File: config.mk
export PLATFORM = sky130hd
export DESIGN_NAME = modbus_report_frame_builder_core_flat
export DESIGN_NICKNAME = d
export VERILOG_FILES = /design/src/hw/rtl/mrfb_pkg.sv /design/src/hw/rtl/mrfb_req_if.sv /design/src/hw/rtl/mrfb_frame_if.sv /design/src/hw/rtl/mrfb_crc_pipe.sv /design/src/hw/rtl/modbus_report_frame_builder_core.sv /design/src/flat_wrapper.sv
export SDC_FILE = /design/constraint.sdc
export NUM_CORES = 1
export LEC_CHECK = 0
export ABC_AREA = 0
export ABC_CLOCK_PERIOD_IN_PS = 5200
export BUFFER_PORTS_ARGS = -buffer_cell sky130_fd_sc_hd__buf_2
export CAP_MARGIN = 20
export CORE_UTILIZATION = 50
export CTS_CLUSTER_DIAMETER = 50
export CTS_CLUSTER_SIZE = 40
export DETAILED_ROUTE_END_ITERATION = 8
export PLACE_DENSITY_LB_ADDON = 0.1
export SLEW_MARGIN = 5
export SYNTH_ARGS = -nofsm -noshare
export SYNTH_HDL_FRONTEND = slang
export SYNTH_SLANG_ARGS = --single-unit
File: constraint.sdc
create_clock -name clk -period 5.2 [get_ports clk]
set_clock_uncertainty 0.1 [all_clocks]
set_input_delay 0.26 -clock clk [delete_from_list [all_inputs] [get_ports clk]]
set_output_delay 0.26 -clock clk [all_outputs]
set_load 0.02 [all_outputs]
File: src/hw/rtl/mrfb_pkg.sv
// ----------------------------------------------------------------------------
// mrfb_pkg
// Shared types, constants and byte/CRC helpers of the report frame builder.
// ----------------------------------------------------------------------------
package mrfb_pkg;

    localparam int unsigned FRAME_LEN  = 11;
    localparam int unsigned CRC_SPAN   = 9;
    localparam int unsigned POS_W      = $clog2(FRAME_LEN);

    localparam logic [15:0] CRC_INIT   = 16'hFFFF;
    localparam logic [15:0] CRC_POLY   = 16'hA001;

    localparam logic [7:0]  SLAVE_ADDR_RST = 8'h01;
    localparam logic [7:0]  FUNC_CODE_RST  = 8'h46;

    // configuration register indexes
    localparam int unsigned CFG_IDX_W     = 1;
    localparam logic [CFG_IDX_W-1:0] REG_SLAVE_ADDR = 1'b0;
    localparam logic [CFG_IDX_W-1:0] REG_FUNC_CODE  = 1'b1;

    // byte positions in the frame
    localparam logic [POS_W-1:0] POS_SLAVE   = 4'd0;
    localparam logic [POS_W-1:0] POS_FUNC    = 4'd1;
    localparam logic [POS_W-1:0] POS_ADDR_HI = 4'd2;
    localparam logic [POS_W-1:0] POS_ADDR_LO = 4'd3;
    localparam logic [POS_W-1:0] POS_CNT_HI  = 4'd4;
    localparam logic [POS_W-1:0] POS_CNT_LO  = 4'd5;
    localparam logic [POS_W-1:0] POS_BYTES   = 4'd6;
    localparam logic [POS_W-1:0] POS_DATA_HI = 4'd7;
    localparam logic [POS_W-1:0] POS_DATA_LO = 4'd8;
    localparam logic [POS_W-1:0] POS_CRC_LO  = 4'd9;
    localparam logic [POS_W-1:0] POS_CRC_HI  = 4'd10;

    localparam logic [7:0] BYTE_ZERO  = 8'h00;
    localparam logic [7:0] BYTE_ONE   = 8'h01;
    localparam logic [7:0] BYTE_TWO   = 8'h02;

    typedef struct packed {
        logic [7:0]  addr;
        logic [7:0]  data_hi;
        logic [7:0]  data_lo;
        logic [15:0] crc;
    } mrfb_item_t;

    // one byte through the reflected CRC-16 (8 shift steps)
    function automatic logic [15:0] crc_byte(input logic [15:0] crc_in,
                                             input logic [7:0]  b);
        logic [15:0] c;
        c = crc_in ^ {8'h00, b};
        for (int i = 0; i < 8; i++) begin
            c = c[0] ? ((c >> 1) ^ CRC_POLY) : (c >> 1);
        end
        return c;
    endfunction

    function automatic logic [7:0] frame_byte_sel(input logic [POS_W-1:0] pos,
                                                  input logic [7:0]       sa,
                                                  input logic [7:0]       fc,
                                                  input mrfb_item_t       it);
        logic [7:0] b;
        case (pos)
            POS_SLAVE:   b = sa;
            POS_FUNC:    b = fc;
            POS_ADDR_HI: b = BYTE_ZERO;
            POS_ADDR_LO: b = it.addr;
            POS_CNT_HI:  b = BYTE_ZERO;
            POS_CNT_LO:  b = BYTE_ONE;
            POS_BYTES:   b = BYTE_TWO;
            POS_DATA_HI: b = it.data_hi;
            POS_DATA_LO: b = it.data_lo;
            POS_CRC_LO:  b = it.crc[7:0];
            POS_CRC_HI:  b = it.crc[15:8];
            default:     b = BYTE_ZERO;
        endcase
        return b;
    endfunction

endpackage

File: src/hw/rtl/mrfb_req_if.sv
// ----------------------------------------------------------------------------
// mrfb_req_if
// Request channel: register address, value and narrow flag.
// ----------------------------------------------------------------------------
interface mrfb_req_if;
    logic        valid;
    logic        ready;
    logic [7:0]  register_address;
    logic [15:0] data_value;
    logic        narrow_mode;

    modport source (output valid, output register_address, output data_value,
                    output narrow_mode, input ready);
    modport sink   (input valid, input register_address, input data_value,
                    input narrow_mode, output ready);
endinterface

File: src/hw/rtl/mrfb_frame_if.sv
// ----------------------------------------------------------------------------
// mrfb_frame_if
// Frame channel: one frame byte per transfer, final byte marked.
// ----------------------------------------------------------------------------
interface mrfb_frame_if;
    logic       valid;
    logic       ready;
    logic [7:0] frame_byte;
    logic       last_byte;

    modport source (output valid, output frame_byte, output last_byte, input ready);
    modport sink   (input valid, input frame_byte, input last_byte, output ready);
endinterface

File: src/hw/rtl/mrfb_crc_pipe.sv
// ----------------------------------------------------------------------------
// mrfb_crc_pipe
// Nine-stage CRC pipeline, one frame byte folded into the CRC per stage.
// ----------------------------------------------------------------------------
module mrfb_crc_pipe
    import mrfb_pkg::*;
(
    input  logic          clk,
    input  logic          rst_n,
    mrfb_req_if.sink      req,
    input  logic [7:0]    slave_address,
    input  logic [7:0]    function_code,
    output mrfb_item_t    tail,
    output logic          tail_valid,
    input  logic          tail_take
);

    localparam int unsigned NUM_STAGES = CRC_SPAN;

    logic [NUM_STAGES-1:0] valid_reg;
    logic [NUM_STAGES-1:0] adv;
    mrfb_item_t            item_reg  [NUM_STAGES];
    mrfb_item_t            src_item  [NUM_STAGES];
    mrfb_item_t            item_next [NUM_STAGES];
    logic [NUM_STAGES-1:0] src_valid;

    assign req.ready  = adv[0];
    assign tail       = item_reg[NUM_STAGES-1];
    assign tail_valid = valid_reg[NUM_STAGES-1];

    assign src_item[0].addr    = req.register_address;
    assign src_item[0].data_hi = req.narrow_mode ? BYTE_ZERO : req.data_value[15:8];
    assign src_item[0].data_lo = req.data_value[7:0];
    assign src_item[0].crc     = CRC_INIT;
    assign src_valid[0]        = req.valid;

    for (genvar k = 0; k < NUM_STAGES; k++) begin : g_stage
        localparam logic [POS_W-1:0] POS = POS_W'(k);

        if (k > 0) begin : g_link
            assign src_item[k]  = item_reg[k-1];
            assign src_valid[k] = valid_reg[k-1];
        end

        // a stage moves when it is empty or its successor moves
        if (k == NUM_STAGES - 1) begin : g_last
            assign adv[k] = !valid_reg[k] || tail_take;
        end else begin : g_mid
            assign adv[k] = !valid_reg[k] || adv[k+1];
        end

        always_comb
        begin
            item_next[k]     = src_item[k];
            item_next[k].crc = crc_byte(src_item[k].crc,
                                        frame_byte_sel(POS, slave_address,
                                                       function_code, src_item[k]));
        end

        always_ff @(posedge clk or negedge rst_n)
        begin
            if (!rst_n) begin
                valid_reg[k] <= 1'b0;
            end else if (adv[k]) begin
                valid_reg[k] <= src_valid[k];
            end
        end

        always_ff @(posedge clk)
        begin
            if (adv[k] && src_valid[k]) begin
                item_reg[k] <= item_next[k];
            end
        end
    end

endmodule

File: src/hw/rtl/modbus_report_frame_builder_core.sv
// ----------------------------------------------------------------------------
// modbus_report_frame_builder_core
// Builds an 11-byte report frame with CRC-16/Modbus for each request.
// ----------------------------------------------------------------------------
// Usage:
//   req   : valid/ready channel, one request = register address, 16-bit value
//           and narrow flag. Taken when valid and ready are high at a clk edge.
//   frame : valid/ready channel, 11 transfers per request, one frame byte
//           each, last_byte set on the eleventh (CRC high byte).
//   cfg   : write port; cfg_we with cfg_index selects slave address (0) or
//           function code (1). Write only while no request is in flight.
// Path: a request is loaded into the first of the nine CRC stages at the
//   accepting edge, passes through the stages in order and then into the
//   byte serializer, which offers the first frame byte.
// Throughput: the serializer sends one byte per cycle while frame.ready is
//   high; requests enter the CRC pipeline every cycle until it fills,
//   and the next frame starts in the cycle after the previous last byte.
// Reset: pipeline and serializer empty, slave address 1, function code 70.
// Stall: a low frame.ready holds the current byte; the pipeline backs up
//   stage by stage and req.ready drops once all nine stages hold requests.
// ----------------------------------------------------------------------------
module modbus_report_frame_builder_core
    import mrfb_pkg::*;
(
    input  logic                 clk,
    input  logic                 rst_n,
    mrfb_req_if.sink             req,
    mrfb_frame_if.source         frame,
    input  logic                 cfg_we,
    input  logic [CFG_IDX_W-1:0] cfg_index,
    input  logic [7:0]           cfg_wdata
);

    logic [7:0]       slave_address_reg;
    logic [7:0]       function_code_reg;

    mrfb_item_t       tail;
    logic             tail_valid;
    logic             tail_take;

    logic             ser_valid_reg;
    logic             ser_valid_next;
    logic [POS_W-1:0] ser_cnt_reg;
    logic [POS_W-1:0] ser_cnt_next;
    mrfb_item_t       ser_item_reg;
    logic             byte_done;
    logic             frame_done;

    always_ff @(posedge clk or negedge rst_n)
    begin
        if (!rst_n) begin
            slave_address_reg <= SLAVE_ADDR_RST;
            function_code_reg <= FUNC_CODE_RST;
        end else if (cfg_we) begin
            unique case (cfg_index)
                REG_SLAVE_ADDR: slave_address_reg <= cfg_wdata;
                REG_FUNC_CODE:  function_code_reg <= cfg_wdata;
                default: ;
            endcase
        end
    end

    mrfb_crc_pipe u_crc_pipe (
        .clk           (clk),
        .rst_n         (rst_n),
        .req           (req),
        .slave_address (slave_address_reg),
        .function_code (function_code_reg),
        .tail          (tail),
        .tail_valid    (tail_valid),
        .tail_take     (tail_take)
    );

    assign byte_done  = frame.valid && frame.ready;
    assign frame_done = byte_done && (ser_cnt_reg == POS_CRC_HI);
    // serializer refills in the same cycle the last byte leaves
    assign tail_take  = !ser_valid_reg || frame_done;

    always_comb
    begin
        ser_valid_next = ser_valid_reg;
        ser_cnt_next   = ser_cnt_reg;
        if (tail_take) begin
            ser_valid_next = tail_valid;
            ser_cnt_next   = POS_SLAVE;
        end else if (byte_done) begin
            ser_cnt_next   = ser_cnt_reg + POS_W'(1);
        end
    end

    always_ff @(posedge clk or negedge rst_n)
    begin
        if (!rst_n) begin
            ser_valid_reg <= 1'b0;
            ser_cnt_reg   <= POS_SLAVE;
        end else begin
            ser_valid_reg <= ser_valid_next;
            ser_cnt_reg   <= ser_cnt_next;
        end
    end

    always_ff @(posedge clk)
    begin
        if (tail_take && tail_valid) begin
            ser_item_reg <= tail;
        end
    end

    assign frame.valid      = ser_valid_reg;
    assign frame.frame_byte = frame_byte_sel(ser_cnt_reg, slave_address_reg,
                                             function_code_reg, ser_item_reg);
    assign frame.last_byte  = (ser_cnt_reg == POS_CRC_HI);

`ifndef SYNTHESIS
    a_cnt_range: assert property (@(posedge clk) disable iff (!rst_n)
        ser_cnt_reg <= POS_CRC_HI)
        else $error("byte counter past end of frame");

    a_full_when_blocked: assert property (@(posedge clk) disable iff (!rst_n)
        !req.ready |-> (tail_valid && ser_valid_reg))
        else $error("request blocked with room in pipeline");

    a_tail_hold: assert property (@(posedge clk) disable iff (!rst_n)
        (tail_valid && !tail_take) |=> (tail_valid && $stable(tail)))
        else $error("pipeline tail lost or changed while stalled");
`endif

endmodule

File: src/flat_wrapper.sv
// flat-port wrapper written by rule: the top's interface ports become plain ports
module modbus_report_frame_builder_core_flat import mrfb_pkg::*;
  (clk, rst_n, cfg_we, cfg_index, cfg_wdata, req_valid, req_register_address, req_data_value, req_narrow_mode, req_ready, frame_valid, frame_frame_byte, frame_last_byte, frame_ready);
  mrfb_req_if req_i ();
  mrfb_frame_if frame_i ();
  input  logic clk;
  input  logic rst_n;
  input  logic cfg_we;
  input  logic [CFG_IDX_W-1:0] cfg_index;
  input  logic [7:0] cfg_wdata;
  input wire logic [$bits(req_i.valid)-1:0] req_valid;
  input wire logic [$bits(req_i.register_address)-1:0] req_register_address;
  input wire logic [$bits(req_i.data_value)-1:0] req_data_value;
  input wire logic [$bits(req_i.narrow_mode)-1:0] req_narrow_mode;
  output wire logic [$bits(req_i.ready)-1:0] req_ready;
  output wire logic [$bits(frame_i.valid)-1:0] frame_valid;
  output wire logic [$bits(frame_i.frame_byte)-1:0] frame_frame_byte;
  output wire logic [$bits(frame_i.last_byte)-1:0] frame_last_byte;
  input wire logic [$bits(frame_i.ready)-1:0] frame_ready;
  assign req_i.valid = req_valid;
  assign req_i.register_address = req_register_address;
  assign req_i.data_value = req_data_value;
  assign req_i.narrow_mode = req_narrow_mode;
  assign req_ready = req_i.ready;
  assign frame_valid = frame_i.valid;
  assign frame_frame_byte = frame_i.frame_byte;
  assign frame_last_byte = frame_i.last_byte;
  assign frame_i.ready = frame_ready;
  modbus_report_frame_builder_core u_core (.clk(clk), .rst_n(rst_n), .req(req_i), .frame(frame_i), .cfg_we(cfg_we), .cfg_index(cfg_index), .cfg_wdata(cfg_wdata));
endmodule
* Word level (Yosys, flattened, before mapping)
Memory sizes are Yosys's and may differ from the RTL's. A register that Yosys moved wholly into a read port is not among the register bits.
Index checks and enable logic that the tools add are counted.
** Word-level totals
- Bits in writable memories :: 360
- Register bits :: 30
- Output and inout bits :: 11
- Logic and storage cells :: 232
- Input port bits :: 39
- Memories :: 1
** Operators by class
- Add/subtract/negate cells :: 1
- Eq/ne operators :: 8
- Mux-type cells :: 94
- Reduce and logical (&&, ||, !) cells :: 36
- Bitwise logic cells :: 79
** Memories
- u_core.u_crc_pipe.item_reg :: words 9, width 40, read ports 9, clocked after Yosys merged registers in 1, write ports 9, line mrfb_crc_pipe.sv:22 : mrfb_item_t item_reg [NUM_STAGES];
** Operator list (count)
- 16-bit two-way mux :: 72
- 2-bit NOT with 3-bit output :: 72
- 8-bit one-hot mux with 9 select lines :: 1
- 16-bit by 8-bit bitwise XOR with 16-bit output :: 4
- 1-bit two-way mux :: 18
- 8-bit NOT with 16-bit output :: 1
- 4-bit by 3-bit == test with 1-bit output, second input constant :: 3
- 4-bit == test, second input constant :: 3
- 1-bit logical AND :: 12
- 1-bit zero test :: 10
- 1-bit logical OR :: 10
- 4-bit two-way mux :: 2
- 8-bit two-way mux :: 1
- 4-bit by 1-bit adder with 4-bit output, second input constant :: 1
- 4-bit by 1-bit == test with 1-bit output, second input constant :: 1
- 4-bit by 2-bit == test with 1-bit output, second input constant :: 1
- 4-bit zero test :: 1
- 2-bit AND reduction :: 2
- 1-bit NOT :: 2
- 2-bit nonzero test :: 1

* Depth between registers and ports, before layout
Gate-level depths: netlist (run 1).
An unclocked memory read counts as a cell.
- Word-level depth :: 18
- Mapped depth :: 8
- Mapped depth without buffers :: 6

* Hierarchy
A second synthesis (run 1) with hierarchy kept.
** Second synthesis, totals
- Cells, all modules :: 734
- Area total of the unflattened synthesis :: 15259.6 sq um
** Modules (own cells, without submodules)
- mrfb_crc_pipe :: cells an instance 555, instances 1, area an instance 12652.1 sq um, sequential area each 10885.4 sq um
- modbus_report_frame_builder_core :: cells an instance 179, instances 1, area an instance 2607.5 sq um, sequential area each 1731.7 sq um

* Least setup slack after synthesis (run 1)
OpenSTA, ideal clock, no wires.
- Kind :: reg2reg
- Start :: register u_core.ser_cnt_reg[0]
- End :: memory u_core.u_crc_pipe.item_reg[7][0] (netlist name), enable pin
- Data arrival time :: 3948 ps
- Setup time :: 499 ps
- Stages on the path, launching flop included :: 6
- Setup slack :: 654 ps
- Path buffers :: 0
- Clock period less this slack :: 4546 ps
- Required time :: 4601 ps
- Path through :: dfrtp_1 -> inv_1 -> ha_1 -> and4b_1 -> nor2_1 -> a21boi_0
** RTL lines
- from (decl) :: line modbus_report_frame_builder_core.sv:43 : logic [POS_W-1:0] ser_cnt_reg;
- from (signal assigned) :: line modbus_report_frame_builder_core.sv:98 : ser_cnt_reg <= ser_cnt_next;
- to (decl) :: line mrfb_crc_pipe.sv:22

==> results of run 1 <==
[cell families after synthesis]
| kind of cell | Yosys count |
|---|---|
| AO/OA/AOI/OAI | 45 |
| XOR/XNOR | 148 |
| adder cells (fa/ha/maj) | 4 |
| buffers and inverters | 22 |
| flip-flops | 425 |
| multiplexers | 21 |
| AND/OR/NAND/NOR | 65 |
[worst max-delay path, cell delays in order (launching register included)]
cell                      delay (ps)
sky130_fd_sc_hd__dfrtp_1         430
sky130_fd_sc_hd__inv_1           140
sky130_fd_sc_hd__ha_1            440
sky130_fd_sc_hd__and4b_1         400
sky130_fd_sc_hd__nor4_1          110
sky130_fd_sc_hd__buf_4           170
sky130_fd_sc_hd__and3_1          220
sky130_fd_sc_hd__nor2b_4         790
[Yosys cell counts (2+ instances only)]
master / instances
sky130_fd_sc_hd__a32o_1: 2
sky130_fd_sc_hd__xnor3_1: 10
sky130_fd_sc_hd__xor3_2: 3
sky130_fd_sc_hd__nor2b_1: 14
sky130_fd_sc_hd__a21boi_0: 3
sky130_fd_sc_hd__mux2_2: 21
sky130_fd_sc_hd__xor2_1: 63
sky130_fd_sc_hd__nand3_1: 6
sky130_fd_sc_hd__inv_1: 10
sky130_fd_sc_hd__nand2b_1: 7
sky130_fd_sc_hd__nand2_1: 12
sky130_fd_sc_hd__nor2_1: 5
sky130_fd_sc_hd__a22oi_1: 4
sky130_fd_sc_hd__clkbuf_1: 9
sky130_fd_sc_hd__a211oi_1: 2
sky130_fd_sc_hd__nand3b_1: 2
sky130_fd_sc_hd__o21ai_0: 4
sky130_fd_sc_hd__buf_1: 2
sky130_fd_sc_hd__a21oi_1: 10
sky130_fd_sc_hd__and2_1: 7
sky130_fd_sc_hd__or2_2: 3
sky130_fd_sc_hd__dfrtp_1: 26
sky130_fd_sc_hd__and3_1: 2
sky130_fd_sc_hd__xnor2_1: 66
sky130_fd_sc_hd__xor3_1: 2
sky130_fd_sc_hd__a222oi_1: 7
sky130_fd_sc_hd__dfstp_2: 4
sky130_fd_sc_hd__edfxtp_1: 395
sky130_fd_sc_hd__o22ai_1: 5
sky130_fd_sc_hd__ha_1: 4
sky130_fd_sc_hd__xnor2_2: 2
[final cells by class]
class | instances | area share
clock buffers | 40 | 0.0554
inverters | 10 | 0.00212
clock inverters | 28 | 0.0153
multi-input cells | 283 | 0.145
repair buffers | 96 | 0.0414
well taps | 390 | 0.0276
flip-flops and latches | 425 | 0.713
[how the worst max path moves through the flow]
stage                          startpoint                                end  slack, ps  depth (start not counted)
floorplan           u_core.ser_cnt_reg[0]   u_core.u_crc_pipe.item_reg[7][0]        650                          5
global placement    u_core.ser_cnt_reg[0]  u_core.u_crc_pipe.item_reg[0][22]       2120                          7
detailed placement  u_core.ser_cnt_reg[0]  u_core.u_crc_pipe.item_reg[0][19]       1990                          7
CTS                 u_core.ser_cnt_reg[0]  u_core.u_crc_pipe.item_reg[0][27]       1950                          7
global route        u_core.ser_cnt_reg[0]  u_core.u_crc_pipe.item_reg[0][24]       1760                          7
finish              u_core.ser_cnt_reg[0]  u_core.u_crc_pipe.item_reg[0][27]       1990                          7
[power by group]
| part | switching [uW] | internal [uW] | total, uW |
|---|---|---|---|
| Clock | 1260 | 1480 | 2740 |
| Sequential | 158 | 4060 | 4210 |
| Combinational | 566 | 449 | 1020 |
| Total | 1980 | 5990 | 7970 |
[metrics by stage]
step / std cells / setup WS (ps) / hold slack, ps / instance area (sq um)
2_1_floorplan: 730 / 654 / -136 / 15200
3_3_place_gp: 1162 / 2120 / 212 / 16000
3_5_place_dp: 1162 / 1990 / 229 / 16000
4_1_cts: 1268 / 1950 / 0.978 / 17600
5_1_grt: 1272 / 1760 / 191 / 17700
6_report: 1272 / 1990 / 181 / 17700
[layer usage]
metal  track usage  up-vias  part of all wire
li1              -     3014                 -
met1         0.208     3049              0.44
met2         0.247      139              0.48
met3        0.0345       41             0.052
met4        0.0503        0             0.024
met5             0        -                 0
[repair_timing]
action,CTS,global route
endpoints found under the hold margin,68,1
resized for setup,0,0
hold buffers,38,1
[layout by cell type (no fill, tap or decap), types with 4 or more instances in the layout]
cell                            count
sky130_fd_sc_hd__nor2b_1           11
sky130_fd_sc_hd__a22oi_1            4
sky130_fd_sc_hd__xor2_1            63
sky130_fd_sc_hd__o22ai_1            5
sky130_fd_sc_hd__clkbuf_16         39
sky130_fd_sc_hd__o21ai_0            4
sky130_fd_sc_hd__inv_8              7
sky130_fd_sc_hd__dlygate4sd3_1     39
sky130_fd_sc_hd__inv_6              5
sky130_fd_sc_hd__ha_1               4
sky130_fd_sc_hd__xnor3_1           10
sky130_fd_sc_hd__nand3_1            6
sky130_fd_sc_hd__inv_1             10
sky130_fd_sc_hd__a21oi_1           10
sky130_fd_sc_hd__clkinvlp_4         5
sky130_fd_sc_hd__mux2_2            21
sky130_fd_sc_hd__a222oi_1           7
sky130_fd_sc_hd__dfrtp_1           26
sky130_fd_sc_hd__edfxtp_1         395
sky130_fd_sc_hd__nor2_1             5
sky130_fd_sc_hd__buf_4              5
sky130_fd_sc_hd__and2_1             5
sky130_fd_sc_hd__nand2b_1           7
sky130_fd_sc_hd__buf_2             49
sky130_fd_sc_hd__dfstp_2            4
sky130_fd_sc_hd__nand2_1           12
sky130_fd_sc_hd__xnor2_1           66
==> results.md, run 1 <==
- The run finished with clean final reports.
- The leakage power is approximately 0.006 uW.
- At the worst endpoint, the arrival time is 3250 ps.
- The first global-routing pass estimated 36000 microns of wire.
- Of the total synthesized cell area, the portion taken by AND, OR, NAND and NOR gates is 0.0241.
- From bottom edge to top edge, the die measures 177 microns.
- For this configuration, the core starts out at a cell density of 0.511.
- Max-cap violations in this run came to 0.
- The worst register-to-register path ends at u_core.u_crc_pipe.item_reg[0][27].
- The total nets after synthesis is about 770.
- At the end of routability-driven placement, the weighted congestion stood at 0.815.
- The initial detailed-routing violation count is 391.
- The die span in x is 177 microns.
- The hold-critical path endpoint is u_core.slave_address_reg[7].
- The number of unique standard cell types used by synthesis is 49.
- The ratio of final minimum period to clock period is 0.618.
- The initial antenna violation count came to 0.
- By area the synthesized netlist is led by sky130_fd_sc_hd__edfxtp_1 (78%), sky130_fd_sc_hd__dfrtp_1 (4.3%), sky130_fd_sc_hd__xnor2_1 (3.8%), sky130_fd_sc_hd__xor2_1 (3.6%), sky130_fd_sc_hd__mux2_2 (1.6%).
- The total of fill cells in the finished design is 2194.
- The post-route minimum period is 3210 ps.
- The summed negative setup slack over all endpoints is 0 ps.
- The worst slew margin relative to its limit is 0.327.
- Entering global routing, the biggest net connects 41 pins.
- The area of the die is just over 30000 sq um.
- The highest ir drop seen on vdd is 0.294 mV.
- The mux cell area share after synthesis is 0.0155.
- For this block, the routed nets add up to 22700 microns of wire.
- The dominant combinational cell family by area after synthesis is XOR/XNOR gates.
- The number of failing hold endpoints at the final stage is 0.
- The clock tree from TritonCTS is done.
- Setup repair after global routing left no endpoint under its margin.
- The count of buffers added by post-CTS timing repair for setup is 0.
- The final core area utilization is 0.594.
- In the final routed layout, each cell accounts on average for 17.9 microns.
- The later-pin clock latency in the skew report is 520 ps.
- The maximum fanout along the worst path is 35.
- The cell sitting at the root of the clock tree is a sky130_fd_sc_hd__clkbuf_16.
- The global-route total usage across every layer is 0.153.
- The critical hold path startpoint is cfg_index.
- By startpoint and endpoint, the worst setup path is classified as reg -> reg.
- Global routing finished with a remaining overflow of 0.
- The maximum operating frequency is 311 MHz.
- The register with the most flip-flops in the layout has 355 of them.
- The fraction of registers with async set/reset is 0.0706.
- The residual antenna-violating net count after detailed routing is 0.
- The part of the Yosys area used for sequential elements is 0.828.
- The post-synthesis cell count is 730.
- The compound-gate portion of the synthesized area is 0.0213.
- The count of warnings emitted by yosys is 0.
- Of the cells placed in the final design, the portion with a size suffix greater than 1 is 0.184.
- In the final layout, flip-flops and latches occupy 12600 sq um.
- The number of top-level pins is 50.
- Clock tree synthesis found a total of 425 sinks.
- The class of the tightest hold or removal check is in -> reg.
- The fraction of post-synthesis cell area in the top cell type by area is 0.779.
- The pre-antenna-repair detailed-routing pass consisted of 4 iterations.
- The number of enable-type register cells in the synthesized netlist is 395.
- The critical register-to-register path startpoint is u_core.ser_cnt_reg[0].
- The region available for standard cell placement spans 29800 sq um.
- The count of final setup violators is 0.
- For the pin with the worst max-slew slack, the measured transition is 1010 ps.
- The most used flip-flop cell after synthesis is sky130_fd_sc_hd__edfxtp_1.
- STA classifies the critical path endpoint as a register.
- The vias per cell is slightly below 5.
- The level count of the clock H-tree is 2.
- The worst hold path passes through 3 cells.
- TritonCTS created 37 clock buffers.
- The total DRC errors in the routed layout is 0.
- The post-route total power is 7970 uW.
- In this run the register-to-register setup slack is 1990 ps.
- The via count of the first global-routing pass is 6454.
- The library cell with the largest summed area after synthesis is sky130_fd_sc_hd__edfxtp_1.
- The cell depth of the worst flop-to-flop path is 7.
- Row generation in the floorplan step produced 63 rows.
- Detailed placement finished with a half-perimeter wire length of 15400 microns.
- The worst-case clock buffer depth is 3.
- Relative to the synthesized area, the layout overhead comes to 16.2%.
- Of the total synthesized cell area, the portion taken by full adders, half adders and majority gates is 0.00329.
- The register bit total from synthesis is roughly 430.
- The mean area per synthesized cell is about 21 sq um.
- The XOR/XNOR share of the synthesized area is 0.102.
- The multi-input combinational cell area is 2570 sq um.
- 0 antenna diodes ended up in the layout.
- The final route contains 6243 vias.
- The number of slew-limit violations in the final report is 0.
- After synthesis the cells add up to 15200 sq um.
- The net count reported at finish is 896.
- Power spread over the standard cell area amounts to 450 nW/um^2.
- STA classifies the critical path startpoint as a register.
- The post-CTS clock slew at the launch and capture registers of the worst setup and hold paths is 70 ps.
- In this run the tool buffered the top-level ports with 49 buffer cells.
- The required time of the critical path is approximately 5200 ps.
Note: power is estimated with default switching activity, not from simulation.
==> inputs of run 2 (changes only) <==
--- a/config.mk
+++ b/config.mk
@@ -6,7 +6,7 @@
 export NUM_CORES = 1
 export LEC_CHECK = 0
 export ABC_AREA = 0
-export ABC_CLOCK_PERIOD_IN_PS = 5200
+export ABC_CLOCK_PERIOD_IN_PS = 3200
 export BUFFER_PORTS_ARGS = -buffer_cell sky130_fd_sc_hd__buf_2
 export CAP_MARGIN = 20
 export CORE_UTILIZATION = 50
==> constraint.sdc (replaced) <==
create_clock -name clk -period 3.2 [get_ports clk]
set_clock_uncertainty 0.1 [all_clocks]
set_input_delay 0.16 -clock clk [delete_from_list [all_inputs] [get_ports clk]]
set_output_delay 0.16 -clock clk [all_outputs]
set_load 0.02 [all_outputs]
==> run 2 against run 1 <==
Against the previous run: flip-flop and latch count did not move; die area unchanged; critical path depth shrank 1; final cell count rose by 0.71%; first-iteration DRC count grew 22%; register-to-register slack worse by 1600 ps; critical endpoint is now u_core.u_crc_pipe.item_reg[3][18]; largest cell class unchanged; highest routed layer unchanged.
==> results.md, run 2 (synthesis results as in run 1) <==
- The cell count of the worst hold path came to 3 (unchanged).
- The count of buffers from port buffering is 49 (unchanged).
- The clock share of power is 0.348 (was 0.344).
- The final wirelength is 22400 microns (was 22700 microns).
- The highest ir drop seen on vdd is 0.482 mV (was 0.294 mV).
- The level count of the clock H-tree came to 2 (unchanged).
- The reg2reg setup slack is 390 ps (was 1990 ps).
- The number of core rows is 63 (unchanged).
- The total half-perimeter wirelength after legalization and detailed placement is 15300 microns (was 15400 microns).
- The maximum single-stage delay on the critical path is 570 ps (was 790 ps).
- The net count reported at finish is 905 (was 896).
- The critical hold path startpoint is cfg_index (unchanged).
- The design internal power is 9860 uW (was 5990 uW).
- Unrepaired setup endpoints after global routing: false (unchanged).
- The signal arrival time at the worst endpoint is 2860 ps (was 3250 ps).
- The total number of vias is 6308 (was 6243).
- The area growth from synthesis to layout came to 16.8% (was 16.2%).
- The maximum operating frequency is 355 MHz (was 311 MHz).
- The leakage power came to 0.00611 uW (was 0.00603 uW).
- The total DRC errors in the routed layout is 0 (unchanged).
- The category of the worst setup path launch point is a register (unchanged).
- The fraction of layout cells with a size suffix above 1 was 0.190 (was 0.184).
- The residual antenna-violating net count after detailed routing was 0 (unchanged).
- The number of iterations in the first detailed-routing pass is 5 (was 4).
- The die span in x is 177 microns (unchanged).
- Result of the run: complete, no violations (unchanged).
- The kind of end point of the critical path is a register (unchanged).
- The hold-critical path endpoint is u_core.slave_address_reg[5] (was u_core.slave_address_reg[7]).
- The initial core utilization is 0.511 (unchanged).
- The overall overflow remaining after global route is 0 (unchanged).
- The clock tree from TritonCTS is done (unchanged).
- The number of failing hold endpoints at the final stage is 0 (unchanged).
- The count of final setup violators came to 0 (unchanged).
- The global-route total usage across every layer is 0.151 (was 0.153).
- The class of the tightest hold or removal check is in -> reg (unchanged).
- The vias per cell is 4.92 (was 4.91).
- The maximum number of pins on one net before global-route repair is 41 (unchanged).
- The flip-flop count of the largest register, all copies and words added is 355 (unchanged).
- The number of CTS-inserted buffers is 37 (unchanged).
- The most common cell after layout, fill and taps aside is sky130_fd_sc_hd__edfxtp_1 (unchanged).
- The number of violations of the max-capacitance limit is 0 (unchanged).
- The switching power as a share of total power is 0.247 (was 0.249).
- The cell depth of the worst flop-to-flop path was 6 (was 7).
- The required time of the critical path is 3240 ps (was 5240 ps).
- The clock root buffer is sky130_fd_sc_hd__clkbuf_16 (unchanged).
- The portion of total power attributed to combinational logic is 0.134 (was 0.127).
- The total placed cells including tap cells is 1170 (was 1162).
- The later-pin clock latency in the skew report is 510 ps (was 520 ps).
- The maximum fanout along the worst path is 40 (was 35).
- The ratio of final minimum period to clock period is 0.879 (was 0.618).
- The chip height is 177 microns (unchanged).
- The first-pass GRT wire length came to 35300 microns (was 36000 microns).
- The number of standard cells in the layout, taps in and fillers out is 1281 (was 1272).
- The initial antenna violation count is 1 (was 0).
- The initial detailed-routing violation count came to 477 (was 391).
- The number of slew-limit violations in the final report is 0 (unchanged).
- CP cell instances: inv_1 -> ha_1 -> and4b_1 -> nor2_1 -> nand4_1 -> and2_2 (was inv_1 -> ha_1 -> and4b_1 -> nor4_1 -> buf_4 -> and3_1 -> nor2b_4).
- The power density of the placed cells came to 736 nW/um^2 (was 450 nW/um^2).
- The number of clock sinks came to 425 (unchanged).
- The worst-case clock buffer depth is 3 (unchanged).
- The post-route minimum period is 2810 ps (was 3210 ps).
- The via count of the first global-routing pass is 6451 (was 6454).
- The critical register-to-register path startpoint is u_core.ser_cnt_reg[0] (unchanged).
- The worst slew margin relative to its limit is 0.390 (was 0.327).
- The count of buffers added by post-CTS timing repair for setup came to 0 (unchanged).
- The post-CTS clock slew at the launch and capture registers of the worst setup and hold paths is 70 ps (about the same).
- The average wire length per cell after detail routing is 17.5 microns (was 17.9 microns).
- The summed negative setup slack over all endpoints is 0 ps (unchanged).
- The total of fill cells in the finished design was 2183 (was 2194).
- The measured slew at the worst slew-check pin is 914 ps (was 1010 ps).
- The antenna diode count is 0 (unchanged).
- The finished layout cell area is 17800 sq um (was 17700 sq um).
- The critical path's slowest cell is sky130_fd_sc_hd__nor2_1 (was sky130_fd_sc_hd__nor2b_4).
- The area of the die is 31200 sq um (unchanged).
- The capture point of the worst reg-to-reg path is u_core.u_crc_pipe.item_reg[3][18] (was u_core.u_crc_pipe.item_reg[0][27]).
- The hold-fix buffer count after cts is 43 (was 38).
- The final weighted congestion in routability-driven placement is 0.761 (was 0.815).
- The number of gates given a new drive strength after cts is 0 (unchanged).
- The area after detailed placement is 16100 sq um (was 16000 sq um).
- The critical path class is reg -> reg (unchanged).
- The net switching power of the design was 3240 uW (was 1980 uW).
- The area of the placeable core is 29800 sq um (unchanged).
- The number of top-level pins is 50 (unchanged).
- The worst slack on hold paths is 101 ps (was 181 ps).
- The sequential power share is 0.518 (was 0.529).
- Most used cells in the layout excluding fill and tap cells: sky130_fd_sc_hd__edfxtp_1 (395), sky130_fd_sc_hd__xnor2_1 (66), sky130_fd_sc_hd__xor2_1 (63) (unchanged).
[run 2: per-stage QoR]
step | utilization | setup WS, ps | total power, uW
after global placement | 0.540 | 473 | 8560
after global routing | 0.597 | 186 | 13600
after detailed placement | 0.540 | 405 | 8610
after CTS | 0.597 | 396 | 13200
after floorplan | - | 557 | 8070
final | 0.597 | 387 | 13100
[run 2: critical path, delay by kind of cell, from the launching register on]
kind	cells	cell delay (ps)
and+or+nand+nor	4	1550
buffers and inverters	1	120
DFF	1	420
adders and majority gates	1	230
[run 2: cell type report]
class | instances | area (sq um) | share of cell area
Timing Repair Buffer | 105 | 798 | 0.0448
Sequential cell | 425 | 12600 | 0.709
Clock inverter | 27 | 297 | 0.0167
Inverter | 10 | 37.5 | 0.00211
Multi-Input combinational cell | 283 | 2570 | 0.144
Clock buffer | 41 | 993 | 0.0558
Tap cell | 390 | 488 | 0.0274
[run 2: how the worst max path moves through the flow]
stage	start	endpoint	cells after the start
finish	u_core.ser_cnt_reg[0]	u_core.u_crc_pipe.item_reg[3][18]	6
global route	u_core.ser_cnt_reg[0]	u_core.u_crc_pipe.item_reg[3][21]	6
CTS	u_core.ser_cnt_reg[0]	u_core.u_crc_pipe.item_reg[3][21]	6
detailed placement	u_core.ser_cnt_reg[0]	u_core.u_crc_pipe.item_reg[3][19]	6
global placement	u_core.ser_cnt_reg[0]	u_core.u_crc_pipe.item_reg[3][19]	6
floorplan	u_core.ser_cnt_reg[0]	u_core.u_crc_pipe.item_reg[7][0]	5
[run 2: per-layer routing]
metal | vias to the layer above | GRT usage | wire length, microns
met3 | 41 | 0.0295 | 858
met4 | 0 | 0.0600 | 713
li1 | 3031 | - | -
met1 | 3108 | 0.206 | 10200
met2 | 128 | 0.240 | 10600
met5 | - | 0 | 0
[run 2: power groups by stage]
stage          combinational, uW  sequential (uW)  clock [uW]
4_1_cts                     1770             6780        4700
6_report                    1760             6780        4560
3_5_place_dp                1710             6900           0
5_1_grt                     1920             6810        4890
3_3_place_gp                1670             6890           0
2_1_floorplan               1240             6830           0
